**src/hdl/tls_pkg.sv**
```systemverilog
// shared types, constants and helper functions for the traffic light sequencer
package tls_pkg;

    // cycle phases
    typedef enum logic [3:0] {
        PH_START      = 4'd0,
        PH_NS_WALK    = 4'd1,
        PH_NS_GREEN   = 4'd2,
        PH_NS_YELLOW  = 4'd3,
        PH_EWT_GREEN  = 4'd4,
        PH_EWT_YELLOW = 4'd5,
        PH_EW_WALK    = 4'd6,
        PH_EW_GREEN   = 4'd7,
        PH_EW_YELLOW  = 4'd8,
        PH_NST_GREEN  = 4'd9,
        PH_NST_YELLOW = 4'd10
    } phase_t;

    // lamp colors
    typedef enum logic [1:0] {
        LAMP_OFF    = 2'd0,
        LAMP_RED    = 2'd1,
        LAMP_GREEN  = 2'd2,
        LAMP_YELLOW = 2'd3
    } lamp_t;

    // configuration register indexes
    typedef enum logic [2:0] {
        CFG_DAY_THRESHOLD   = 3'd0,
        CFG_DAY_NS_GREEN    = 3'd1,
        CFG_DAY_EW_GREEN    = 3'd2,
        CFG_NIGHT_GREEN     = 3'd3,
        CFG_YELLOW          = 3'd4,
        CFG_TURN_GREEN      = 3'd5,
        CFG_NS_WALK         = 3'd6,
        CFG_EW_WALK         = 3'd7
    } cfg_index_t;

    localparam int unsigned CFG_INDEX_W = 3;
    localparam int unsigned CFG_DATA_W  = 10;

    // register reset values
    localparam logic [9:0] DAY_THRESHOLD_RST = 10'd512;
    localparam logic [3:0] DAY_NS_GREEN_RST  = 4'd9;
    localparam logic [3:0] DAY_EW_GREEN_RST  = 4'd7;
    localparam logic [3:0] NIGHT_GREEN_RST   = 4'd8;
    localparam logic [3:0] YELLOW_RST        = 4'd3;
    localparam logic [3:0] TURN_GREEN_RST    = 4'd6;
    localparam logic [3:0] NS_WALK_RST       = 4'd6;
    localparam logic [3:0] EW_WALK_RST       = 4'd9;

    localparam logic [3:0] MAX_WALK  = 4'd10;
    localparam logic [3:0] MAX_DIGIT = 4'd9;

    localparam logic [6:0] BLANK_PATTERN = 7'h7F;

    // active-low g..a patterns, digit 0 shown blank
    localparam logic [6:0] SEG_TABLE [10] = '{
        7'h7F, 7'h79, 7'h24, 7'h30, 7'h19, 7'h12, 7'h02, 7'h78, 7'h00, 7'h10
    };

    // configuration register file
    typedef struct packed {
        logic [9:0] day_threshold;
        logic [3:0] day_ns_green_time;
        logic [3:0] day_ew_green_time;
        logic [3:0] night_green_time;
        logic [3:0] yellow_time;
        logic [3:0] turn_green_time;
        logic [3:0] ns_walk_time;
        logic [3:0] ew_walk_time;
    } cfg_t;

    // one tick's result
    typedef struct packed {
        logic       beep_second;
        logic [6:0] lower_segments;
        logic [6:0] upper_segments;
        logic       day_indicator;
        lamp_t      ew_turn_lamp;
        lamp_t      ew_lamp;
        lamp_t      ns_turn_lamp;
        lamp_t      ns_lamp;
    } result_t;

    // a zero duration counts as one second
    function automatic logic [3:0] at_least_one(input logic [3:0] t);
        return (t == 4'd0) ? 4'd1 : t;
    endfunction

    // walk length limited to one through ten seconds
    function automatic logic [3:0] walk_len(input logic [3:0] t);
        logic [3:0] v;
        v = at_least_one(t);
        return (v > MAX_WALK) ? MAX_WALK : v;
    endfunction

endpackage

```
**src/hdl/tls_core.sv**
```systemverilog
// phase sequencer state and per-tick lamp and digit logic
module tls_core (
    input  logic             aclk,
    input  logic             aresetn,
    input  logic             step_en,
    input  logic [9:0]       light_level,
    input  logic             ns_turn_request,
    input  logic             ew_turn_request,
    input  logic             ns_walk_request,
    input  logic             ew_walk_request,
    input  tls_pkg::cfg_t    cfg,
    output tls_pkg::result_t result
);

    tls_pkg::phase_t phase_reg, phase_next, phase_cur;
    logic [3:0] seconds_left_reg, seconds_left_next, secs_cur;
    logic       day_mode_reg, day_mode_next, day_cur;
    logic [6:0] upper_pattern_reg, upper_pattern_next;
    logic [6:0] lower_pattern_reg, lower_pattern_next;

    logic       advance;
    logic       day_test;
    logic [3:0] walk_raw;
    logic [3:0] walk_digit;

    // state registers, updated once per accepted tick
    always_ff @(posedge aclk) begin
        if (!aresetn) begin
            phase_reg         <= tls_pkg::PH_START;
            seconds_left_reg  <= 4'd0;
            day_mode_reg      <= 1'b0;
            upper_pattern_reg <= tls_pkg::BLANK_PATTERN;
            lower_pattern_reg <= tls_pkg::BLANK_PATTERN;
        end else if (step_en) begin
            phase_reg         <= phase_next;
            seconds_left_reg  <= seconds_left_next;
            day_mode_reg      <= day_mode_next;
            upper_pattern_reg <= upper_pattern_next;
            lower_pattern_reg <= lower_pattern_next;
        end
    end

    assign advance  = (seconds_left_reg == 4'd0) || (phase_reg > tls_pkg::PH_NST_YELLOW);
    assign day_test = (light_level < cfg.day_threshold);

    // phase transition when the current phase has run out
    always_comb begin
        phase_cur = phase_reg;
        secs_cur  = seconds_left_reg;
        day_cur   = day_mode_reg;
        if (advance) begin
            case (phase_reg)
                tls_pkg::PH_NS_WALK: begin
                    phase_cur = tls_pkg::PH_NS_GREEN;
                    secs_cur  = tls_pkg::at_least_one(cfg.day_ns_green_time);
                end
                tls_pkg::PH_NS_GREEN: begin
                    phase_cur = tls_pkg::PH_NS_YELLOW;
                    secs_cur  = tls_pkg::at_least_one(cfg.yellow_time);
                end
                tls_pkg::PH_NS_YELLOW, tls_pkg::PH_EWT_YELLOW: begin
                    if (phase_reg == tls_pkg::PH_NS_YELLOW && ew_turn_request) begin
                        phase_cur = tls_pkg::PH_EWT_GREEN;
                        secs_cur  = tls_pkg::at_least_one(cfg.turn_green_time);
                    end else if (day_mode_reg && ew_walk_request) begin
                        phase_cur = tls_pkg::PH_EW_WALK;
                        secs_cur  = tls_pkg::walk_len(cfg.ew_walk_time);
                    end else begin
                        phase_cur = tls_pkg::PH_EW_GREEN;
                        secs_cur  = tls_pkg::at_least_one(day_mode_reg ?
                                    cfg.day_ew_green_time : cfg.night_green_time);
                    end
                end
                tls_pkg::PH_EWT_GREEN: begin
                    phase_cur = tls_pkg::PH_EWT_YELLOW;
                    secs_cur  = tls_pkg::at_least_one(cfg.yellow_time);
                end
                tls_pkg::PH_EW_WALK: begin
                    phase_cur = tls_pkg::PH_EW_GREEN;
                    secs_cur  = tls_pkg::at_least_one(cfg.day_ew_green_time);
                end
                tls_pkg::PH_EW_GREEN: begin
                    phase_cur = tls_pkg::PH_EW_YELLOW;
                    secs_cur  = tls_pkg::at_least_one(cfg.yellow_time);
                end
                tls_pkg::PH_NST_GREEN: begin
                    phase_cur = tls_pkg::PH_NST_YELLOW;
                    secs_cur  = tls_pkg::at_least_one(cfg.yellow_time);
                end
                default: begin
                    // cycle start, also after the last yellow without a turn request
                    if (phase_reg == tls_pkg::PH_EW_YELLOW && ns_turn_request) begin
                        phase_cur = tls_pkg::PH_NST_GREEN;
                        secs_cur  = tls_pkg::at_least_one(cfg.turn_green_time);
                    end else begin
                        day_cur = day_test;
                        if (day_test && ns_walk_request) begin
                            phase_cur = tls_pkg::PH_NS_WALK;
                            secs_cur  = tls_pkg::walk_len(cfg.ns_walk_time);
                        end else begin
                            phase_cur = tls_pkg::PH_NS_GREEN;
                            secs_cur  = tls_pkg::at_least_one(day_test ?
                                        cfg.day_ns_green_time : cfg.night_green_time);
                        end
                    end
                end
            endcase
        end
    end

    // countdown digit, limited to the table
    assign walk_raw   = secs_cur - 4'd1;
    assign walk_digit = (walk_raw > tls_pkg::MAX_DIGIT) ? tls_pkg::MAX_DIGIT : walk_raw;

    // lamps, digits and beep for this second
    always_comb begin
        result.ns_lamp        = tls_pkg::LAMP_RED;
        result.ns_turn_lamp   = tls_pkg::LAMP_RED;
        result.ew_lamp        = tls_pkg::LAMP_RED;
        result.ew_turn_lamp   = tls_pkg::LAMP_RED;
        result.beep_second    = 1'b0;
        upper_pattern_next    = upper_pattern_reg;
        lower_pattern_next    = lower_pattern_reg;
        case (phase_cur)
            tls_pkg::PH_NS_WALK: begin
                upper_pattern_next = tls_pkg::SEG_TABLE[walk_digit];
                lower_pattern_next = tls_pkg::BLANK_PATTERN;
                result.ns_lamp     = tls_pkg::LAMP_GREEN;
                result.beep_second = 1'b1;
            end
            tls_pkg::PH_EW_WALK: begin
                upper_pattern_next = tls_pkg::BLANK_PATTERN;
                lower_pattern_next = tls_pkg::SEG_TABLE[walk_digit];
                result.ew_lamp     = tls_pkg::LAMP_GREEN;
                result.beep_second = 1'b1;
            end
            tls_pkg::PH_NS_GREEN:   result.ns_lamp      = tls_pkg::LAMP_GREEN;
            tls_pkg::PH_NS_YELLOW:  result.ns_lamp      = tls_pkg::LAMP_YELLOW;
            tls_pkg::PH_EWT_GREEN:  result.ew_turn_lamp = tls_pkg::LAMP_GREEN;
            tls_pkg::PH_EWT_YELLOW: result.ew_turn_lamp = tls_pkg::LAMP_YELLOW;
            tls_pkg::PH_EW_GREEN:   result.ew_lamp      = tls_pkg::LAMP_GREEN;
            tls_pkg::PH_EW_YELLOW:  result.ew_lamp      = tls_pkg::LAMP_YELLOW;
            tls_pkg::PH_NST_GREEN:  result.ns_turn_lamp = tls_pkg::LAMP_GREEN;
            default:                result.ns_turn_lamp = tls_pkg::LAMP_YELLOW;
        endcase
        result.day_indicator  = day_cur;
        result.upper_segments = upper_pattern_next;
        result.lower_segments = lower_pattern_next;
    end

    assign phase_next        = phase_cur;
    assign seconds_left_next = secs_cur - 4'd1;
    assign day_mode_next     = day_cur;

endmodule

```
**src/hdl/traffic_light_sequencer.sv**
```systemverilog
// traffic light sequencer top level: stream ports, register file, result register
//
// channel   dir   signals                     width  contents
// s_        in    s_tvalid/s_tready/s_tdata   16     one second tick with sensor and requests
// m_        out   m_tvalid/m_tready/m_tdata   24     lamps, mode, digits and beep for that tick
// cfg_      in    cfg_we/cfg_index/cfg_wdata  3/10   register writes, no read-back
//
// the phase logic is combinational between the state registers and the result register,
// so one transaction is accepted in every cycle while m_tready is high.
// aresetn (synchronous, active low) clears the phase state and loads the register defaults.
// when the result register is full and m_tready is low, s_tready drops until it drains.
module traffic_light_sequencer (
    input  logic                             aclk,
    input  logic                             aresetn,
    input  logic                             s_tvalid,
    output logic                             s_tready,
    // [9:0] light_level, [10] ns_turn_request, [11] ew_turn_request,
    // [12] ns_walk_request, [13] ew_walk_request, [15:14] zero
    input  logic [15:0]                      s_tdata,
    output logic                             m_tvalid,
    input  logic                             m_tready,
    // [1:0] ns_lamp, [3:2] ns_turn_lamp, [5:4] ew_lamp, [7:6] ew_turn_lamp,
    // [8] day_indicator, [15:9] upper_segments, [22:16] lower_segments, [23] beep_second
    output logic [23:0]                      m_tdata,
    input  logic                             cfg_we,
    input  logic [tls_pkg::CFG_INDEX_W-1:0]  cfg_index,
    input  logic [tls_pkg::CFG_DATA_W-1:0]   cfg_wdata
);

    tls_pkg::cfg_t    cfg_reg;
    tls_pkg::result_t step_result;
    logic             m_tvalid_reg;
    logic [23:0]      m_tdata_reg;
    logic             in_accept;

    // register file writes
    always_ff @(posedge aclk) begin
        if (!aresetn) begin
            cfg_reg.day_threshold     <= tls_pkg::DAY_THRESHOLD_RST;
            cfg_reg.day_ns_green_time <= tls_pkg::DAY_NS_GREEN_RST;
            cfg_reg.day_ew_green_time <= tls_pkg::DAY_EW_GREEN_RST;
            cfg_reg.night_green_time  <= tls_pkg::NIGHT_GREEN_RST;
            cfg_reg.yellow_time       <= tls_pkg::YELLOW_RST;
            cfg_reg.turn_green_time   <= tls_pkg::TURN_GREEN_RST;
            cfg_reg.ns_walk_time      <= tls_pkg::NS_WALK_RST;
            cfg_reg.ew_walk_time      <= tls_pkg::EW_WALK_RST;
        end else if (cfg_we) begin
            case (tls_pkg::cfg_index_t'(cfg_index))
                tls_pkg::CFG_DAY_THRESHOLD: cfg_reg.day_threshold     <= cfg_wdata;
                tls_pkg::CFG_DAY_NS_GREEN:  cfg_reg.day_ns_green_time <= cfg_wdata[3:0];
                tls_pkg::CFG_DAY_EW_GREEN:  cfg_reg.day_ew_green_time <= cfg_wdata[3:0];
                tls_pkg::CFG_NIGHT_GREEN:   cfg_reg.night_green_time  <= cfg_wdata[3:0];
                tls_pkg::CFG_YELLOW:        cfg_reg.yellow_time       <= cfg_wdata[3:0];
                tls_pkg::CFG_TURN_GREEN:    cfg_reg.turn_green_time   <= cfg_wdata[3:0];
                tls_pkg::CFG_NS_WALK:       cfg_reg.ns_walk_time      <= cfg_wdata[3:0];
                tls_pkg::CFG_EW_WALK:       cfg_reg.ew_walk_time      <= cfg_wdata[3:0];
                default: ;
            endcase
        end
    end

    // input transaction whenever the result register is free or draining
    assign s_tready  = !m_tvalid_reg || m_tready;
    assign in_accept = s_tvalid && s_tready;

    tls_core u_core (
        .aclk            (aclk),
        .aresetn         (aresetn),
        .step_en         (in_accept),
        .light_level     (s_tdata[9:0]),
        .ns_turn_request (s_tdata[10]),
        .ew_turn_request (s_tdata[11]),
        .ns_walk_request (s_tdata[12]),
        .ew_walk_request (s_tdata[13]),
        .cfg             (cfg_reg),
        .result          (step_result)
    );

    // result register valid
    always_ff @(posedge aclk) begin
        if (!aresetn) begin
            m_tvalid_reg <= 1'b0;
        end else if (s_tready) begin
            m_tvalid_reg <= s_tvalid;
        end
    end

    // result payload
    always_ff @(posedge aclk) begin
        if (in_accept) begin
            m_tdata_reg <= step_result;
        end
    end

    assign m_tvalid = m_tvalid_reg;
    assign m_tdata  = m_tdata_reg;

endmodule
```
**config.mk**
```make
export PLATFORM = sky130hd
export DESIGN_NAME = traffic_light_sequencer
export DESIGN_NICKNAME = d
export VERILOG_FILES = /design/src/hdl/tls_pkg.sv /design/src/hdl/tls_core.sv /design/src/hdl/traffic_light_sequencer.sv
export SDC_FILE = /design/constraint.sdc
export NUM_CORES = 1
export LEC_CHECK = 0
export ABC_AREA = 1
export BUFFER_PORTS_ARGS = -buffer_cell sky130_fd_sc_hd__buf_2
export CORE_UTILIZATION = 35
export CTS_BUF_LIST = sky130_fd_sc_hd__clkbuf_16
export DETAILED_ROUTE_END_ITERATION = 8
export GPL_TIMING_DRIVEN = 0
export PLACE_DENSITY = 0.54
export SYNTH_ARGS = -nofsm -noshare
export SYNTH_HDL_FRONTEND = slang
export SYNTH_SLANG_ARGS = --single-unit
```
**constraint.sdc**
```tcl
create_clock -name aclk -period 3.9 [get_ports aclk]
set_input_delay 0.585 -clock aclk [delete_from_list [all_inputs] [get_ports aclk]]
set_output_delay 0.585 -clock aclk [all_outputs]
set_load 0.005 [all_outputs]
```
==> impl_metrics.toml, run 1 <==
[cts]
cts-hold-fix-buffers = 0
root_buffer = "clkbuf_16"
cts_tree = "done"
numCtsBuffers = 9
clockBufferDepth = 2
cts_htree_levels = 3
clk_latency_ns = 0.35
cts_num_sinks = 86
clk_pin_slew_worst_paths_ns = 0.06

[placed_design]
pre_cts_slack_ns = -0.287
portBuffers = 56
gp_congestion = 0.888
place_hpwl_um = 8680

[sta]
timing.final.ws_setup_ns = 0.419
max_freq_mhz = 287
min_period_over_period = 0.893
fin_worst_skew_ns = 0.0140
setup_viol = 0
relSlewSlack = 0.558
rsz0062_at_grt = "false"
hold_violations = 0
min_period_ns = 3.48
fin_tns_setup_ns = 0
worst_pin_slew_ns = 0.663
slew_violations = 0

[synth]
synth_area_mm2 = 0.00456
syn_nets = 667
yosysWarnings = 0
synth_largest_area_cell = "dfxtp_1"
seq_area_frac_synth = 0.431
synthTopCellsByArea = "dfxtp_1 (27%), edfxtp_1 (16%), nand2_1 (11%), inv_1 (6.1%), nor2_1 (6.0%)"
synth_async_sr_flop_share = 0
synth-seq-cells = 86
ys.flop_type = "dfxtp_1"
synthDistinctLibCells = 42
yosysTopAreaCellShare = 0.272
avgSynthCellArea_um2 = 7.35
synth-edff-count = 24
postSynthCellCount = 620

[hold_path]
hold_class = "register to register"
min_path_cells = 2

[job]
cap_violations = 0

[global_route]
grt_max_degree = 34
grtUsageTotal = 0.183
antenna_found_initial = 0
grt_pass1_vias = 3801
grt_pass1_wl_um = 18700
grt_remaining_overflow = 0

[power_and_ir_drop]
power.leakage_nw = 2.38
ir_worst_vdd_v = 0.000182
powerDensity_mw_per_mm2 = 518

[critical_path]
cp_max_fo = 9
endpoint_kind = "register"
reg2reg_depth = 23
path_class = "register to register"
worstPathRequired_ns = 4.01
start_kind = "register"
worstPathArrival_ns = 3.59

[final_layout]
num_antenna_cells = 0
largest_register_ffs = 38
synthToLayoutAreaGrowth_pct = 17.9
final_nets = 734
num-fill-cells = 1341
drive_gt1_frac = 0.171

[outcome]
status = "complete, no violations"

[die]
rows = 41
die-area_mm2 = 0.0135
initial_utilization = 0.360
core_mm2 = 0.0127
die_y_um = 116
die_w_um = 116
io_pins = 60

[route]
finalWirelength_um = 11500
dr.pass1.iters = 4
drtIter0Drc = 263
ant_nets = 0
via_per_inst = 4.89
avgRoutedWirePerCell_um = 13.3
drc = 0
via_count = 4221
-- metal layers --
metal,global-route usage,vias to the layer above,wire [um]
met5,0,-,0
met4,0.0949,0,331
met2,0.300,91,5340
met1,0.230,1928,5440
li1,-,2178,-
met3,0.0324,24,387
-- path summary, 6_finish.rpt --
path / startpoint / end / slack, ns
hold / removal: cfg_reg[36] / cfg_reg[36] / 0.46
setup / recovery: cfg_reg[37] / m_tdata[10] / 0.42
hold reg to reg: cfg_reg[36] / cfg_reg[36] / 0.46
setup reg to reg: cfg_reg[37] / m_tdata[10] / 0.42
-- Yosys cell counts, types with 2 or more instances --
master,n
nand3_1,32
buf_2,3
o21ai_2,2
o211ai_1,14
or2_2,2
ha_1,13
or2_1,4
nor2_2,2
a31oi_1,4
nand2_1,136
inv_2,12
a21boi_1,4
nor3_1,5
nand2_2,5
dfxtp_1,62
o21ai_0,47
a21oi_1,54
nand4_1,7
clkbuf_1,10
edfxtp_1,24
o21a_1,3
a21oi_2,6
nor2_1,73
inv_1,74
o21ai_1,5
-- power breakdown --
group	switching (W)	internal, W	total, W
logic	0.000575	0.000292	0.000867
registers	0.0000346	0.00103	0.00106
clock network	0.000362	0.000493	0.000855
total	0.000972	0.00181	0.00278
-- final cells by class --
class                   count  area [um^2]  area share
flip-flops and latches     86         1960       0.365
inverters                  87          327      0.0608
clock inverters             7         65.1      0.0121
multi-input cells         431         2220       0.413
plain buffers              16         76.3      0.0142
well taps                 172          215      0.0401
repair buffers             56          280      0.0522
clock buffers               9          225      0.0419
-- stage by stage --
stage	utilization	power, W	cells	hold slack, ns	instance area, um^2
finish	0.424	0.00278	864	0.458	5370
detailed placement	0.399	0.00194	848	0.449	5050
global placement	0.399	0.00192	848	0.440	5050
CTS	0.422	0.00280	864	0.458	5340
floorplan	-	0.00171	620	0.430	4560
global route	0.424	0.00297	864	0.476	5370
-- cell families after synthesis --
kind of cell	share of synthesized area
DFF	0.431
AOI/OAI and AO/OA	0.189
adders and majority gates	0.0357
and+or+nand+nor	0.256
buffers and inverters	0.0884
-- critical path, stage by stage, from the launching register on --
cell and delay (ns):
dfxtp_1 0.30, inv_1 0.06, ha_1 0.29, a21o_1 0.19
nor2_2 0.22, nand3_2 0.18, nor2_2 0.16, a21boi_0 0.12
nand2_1 0.09, nand2_1 0.07, nand2_1 0.13, nand2_4 0.10
inv_1 0.09, ha_1 0.16, inv_1 0.04, nand2_1 0.07
nand3b_1 0.07, nand3_1 0.13, nand2_1 0.09, ha_1 0.29
inv_1 0.08, o211ai_1 0.14, nand2_1 0.11, inv_1 0.04
-- cells in the final DEF, fill, tap and decap left out, drive strengths merged, types with 3 or more instances in the layout --
cell type / count
a21boi: 5
a21oi: 60
a31oi: 4
buf: 61
clkbuf: 20
clkinv: 5
dfxtp: 62
edfxtp: 24
ha: 13
inv: 88
nand2: 142
nand3: 33
nand4: 7
nor2: 76
nor3: 6
o211ai: 14
o21a: 3
o21ai: 55
or2: 6
-- repair_timing --
item	4_1_cts	5_1_grt
gates resized for setup	0	8
hold endpoints to repair	0	0
setup buffers	0	0
endpoints found under the setup margin	0	19
Note: power is estimated with default switching activity, not from simulation.
==> run 2, diff against run 1 <==
--- a/config.mk
+++ b/config.mk
@@ -10,8 +10,9 @@
 export CORE_UTILIZATION = 35
 export CTS_BUF_LIST = sky130_fd_sc_hd__clkbuf_16
 export DETAILED_ROUTE_END_ITERATION = 8
-export GPL_TIMING_DRIVEN = 0
+export GPL_ROUTABILITY_DRIVEN = 0
 export PLACE_DENSITY = 0.54
 export SYNTH_ARGS = -nofsm -noshare
 export SYNTH_HDL_FRONTEND = slang
+export SYNTH_HIERARCHICAL = 1
 export SYNTH_SLANG_ARGS = --single-unit
==> impl_metrics.toml, run 2 <==
[hold_path]
min_path_cells = 3
hold_start = "cfg_wdata[9]"
min_to = "cfg_reg[37]"
hold_class = "input port to register"

[critical_path]
worstPathRequired_ns = 4.00
path_class = "register to register"
endpoint_kind = "register"
ff2ff_setup_slack_ns = 0.35
cp_max_fo = 4
start_kind = "register"
worstReg2RegStart = "cfg_reg[37]"
worst_r2r_endpoint = "m_tdata[21]"
cpPeakStageDelay_ns = 0.33
worstPathArrival_ns = 3.65
crit_top_cell = "nand2_1"
reg2reg_depth = 29
slowest_stage = "dfxtp_1"

[placed_design]
dp_cells = 915
place_hpwl_um = 8690
portBuffers = 57

[synth]
synthTopCellsByArea = "dfxtp_1 (26%), edfxtp_1 (15%), nand2_1 (12%), nand3_1 (7.4%), nor2_1 (7.3%)"
synth-seq-cells = 86
synth_area_mm2 = 0.00482
yosysWarnings = 6
yosysTopAreaCellShare = 0.258
postSynthCellCount = 677
seq_area_frac_synth = 0.407
synthTopCellsByCount = "nand2_1 (158), nor2_1 (94), inv_1 (74)"
synth_largest_area_cell = "dfxtp_1"
synth-edff-count = 24
synthDistinctLibCells = 45
yosysMostFrequentCell = "nand2_1"
synth_async_sr_flop_share = 0
avgSynthCellArea_um2 = 7.12
syn_nets = 726
ys.flop_type = "dfxtp_1"

[final_layout]
layout_common_cells = "nand2_1 (157), nor2_1 (93), inv_1 (75), nand3_1 (69), dfxtp_1 (62)"
final_common_cell = "nand2_1"
largest_register_ffs = 38
drive_gt1_frac = 0.195
synthToLayoutAreaGrowth_pct = 18.6
final_nets = 799
stdcell_count = 931
finish.utilization = 0.428
num_antenna_cells = 0

[cts]
clk_pin_slew_worst_paths_ns = 0.06
clockBufferDepth = 2
root_buffer = "clkbuf_16"
cts-hold-fix-buffers = 0
numCtsBuffers = 9
cts_num_sinks = 86
cts_htree_levels = 3
cts_tree = "done"
postCtsSetupBuffers = 0
clk_latency_ns = 0.34

[global_route]
grt_pass1_vias = 4106
grt_pass1_wl_um = 19400
grtUsageTotal = 0.172
grt_remaining_overflow = 0
grt_max_degree = 48
antenna_found_initial = 0

[sta]
fin_worst_skew_ns = 0.00693
slew_violations = 0
worst_pin_slew_ns = 0.871
min_period_ns = 3.55
max_freq_mhz = 282
setup_viol = 0
relSlewSlack = 0.417
min_period_over_period = 0.911
hold_violations = 0

[route]
drc = 0
finalWirelength_um = 11600
ant_nets = 0
dr.pass1.iters = 5
via_count = 4509
via_per_inst = 4.84
drtIter0Drc = 286
avgRoutedWirePerCell_um = 12.4

[power_and_ir_drop]
powerDensity_mw_per_mm2 = 497
power.leakage_nw = 2.64
ir_worst_vdd_v = 0.000207
totalPowerFinal_w = 0.00284

[job]
cap_violations = 0

[die]
io_pins = 60
die_y_um = 119
initial_utilization = 0.361
die-area_mm2 = 0.0142
core_mm2 = 0.0133
rows = 42
die_w_um = 119

[outcome]
status = "complete, no violations"
-- run 2: cell count changes in the layout (fill, tap and decap cells not counted), sizes merged, moves of 3 or more --
cell,change
a31oi,-3
o21ai,-13
nand2,+27
a21boi,+3
nand3,+41
buf,+17
a21oi,-22
clkbuf,-10
or2,+4
and2,+3
o211ai,-12
nor2,+26
-- run 2: how the worst max path moves through the flow --
| stage | from | endpoint | slack, ns | depth (start not counted) |
|---|---|---|---|---|
| finish | cfg_reg[37] | m_tdata[21] | 0.35 | 29 |
| global route | cfg_reg[37] | m_tdata[21] | -0.002 | 29 |
| CTS | cfg_reg[37] | m_tdata[21] | 0.22 | 30 |
| detailed placement | s_tdata[9] | m_tdata[21] | -0.10 | 30 |
| global placement | s_tdata[9] | m_tdata[21] | -0.02 | 30 |
| floorplan | s_tdata[9] | m_tdata[21] | 0.18 | 29 |
-- run 2: final cells by class --
class,instances,area [um^2]
clock buffers,10,250
repair buffers,78,443
fillers,1424,7630
clock inverters,6,36.3
well taps,176,220
inverters,89,334
flip-flops and latches,86,1960
multi-input cells,486,2470
-- run 2: what timing repair did --
item,4_1_cts,5_1_grt
setup endpoints to repair,0,20
resized for setup,0,6
hold endpoints to repair,0,0
-- run 2: layer usage --
metal	global-route usage	vias up	part of all wire
met2	0.276	96	0.46
met1	0.226	2065	0.49
li1	-	2335	-
met4	0.0633	0	0.018
met3	0.0374	13	0.035
met5	0	-	0
-- run 2: power by group --
| group | total (W) | internal, W | switching [W] |
|---|---|---|---|
| sequential | 0.00107 | 0.00102 | 0.0000461 |
| combinational | 0.000947 | 0.000375 | 0.000571 |
| clock | 0.000821 | 0.000466 | 0.000356 |
-- run 2: cells by family (layout without fill, tap and decap cells) --
kind of cell | count (synthesis) | count (layout) | synth area share
adder cells (fa/ha/maj) | 15 | 15 | 0.0390
AO/OA/AOI/OAI | 98 | 98 | 0.121
multiplexers | 1 | 1 | 0.00208
AND/OR/NAND/NOR | 372 | 372 | 0.343
buffers and inverters | 105 | 183 | 0.0883
flip-flops | 86 | 86 | 0.407
-- run 2: through the flow --
stage / hold slack (ns) / TNS (ns) / area (um^2) / setup slack, ns
floorplan: 0.433 / 0 / 4820 / 0.182
global placement: 0.441 / -0.0228 / 5400 / -0.0228
detailed placement: 0.447 / -0.500 / 5400 / -0.101
CTS: 0.432 / 0 / 5690 / 0.223
global route: 0.444 / -0.00179 / 5710 / -0.00179
finish: 0.447 / 0 / 5710 / 0.348
-- run 2: worst max-delay path, delay by kind of cell, from the launching register on --
kind / cells / cell delay (ns)
buffers and inverters: 7 / 0.45
DFF: 1 / 0.33
and+or+nand+nor: 17 / 1.53
adders and majority gates: 3 / 0.67
AOI/OAI and AO/OA: 2 / 0.31
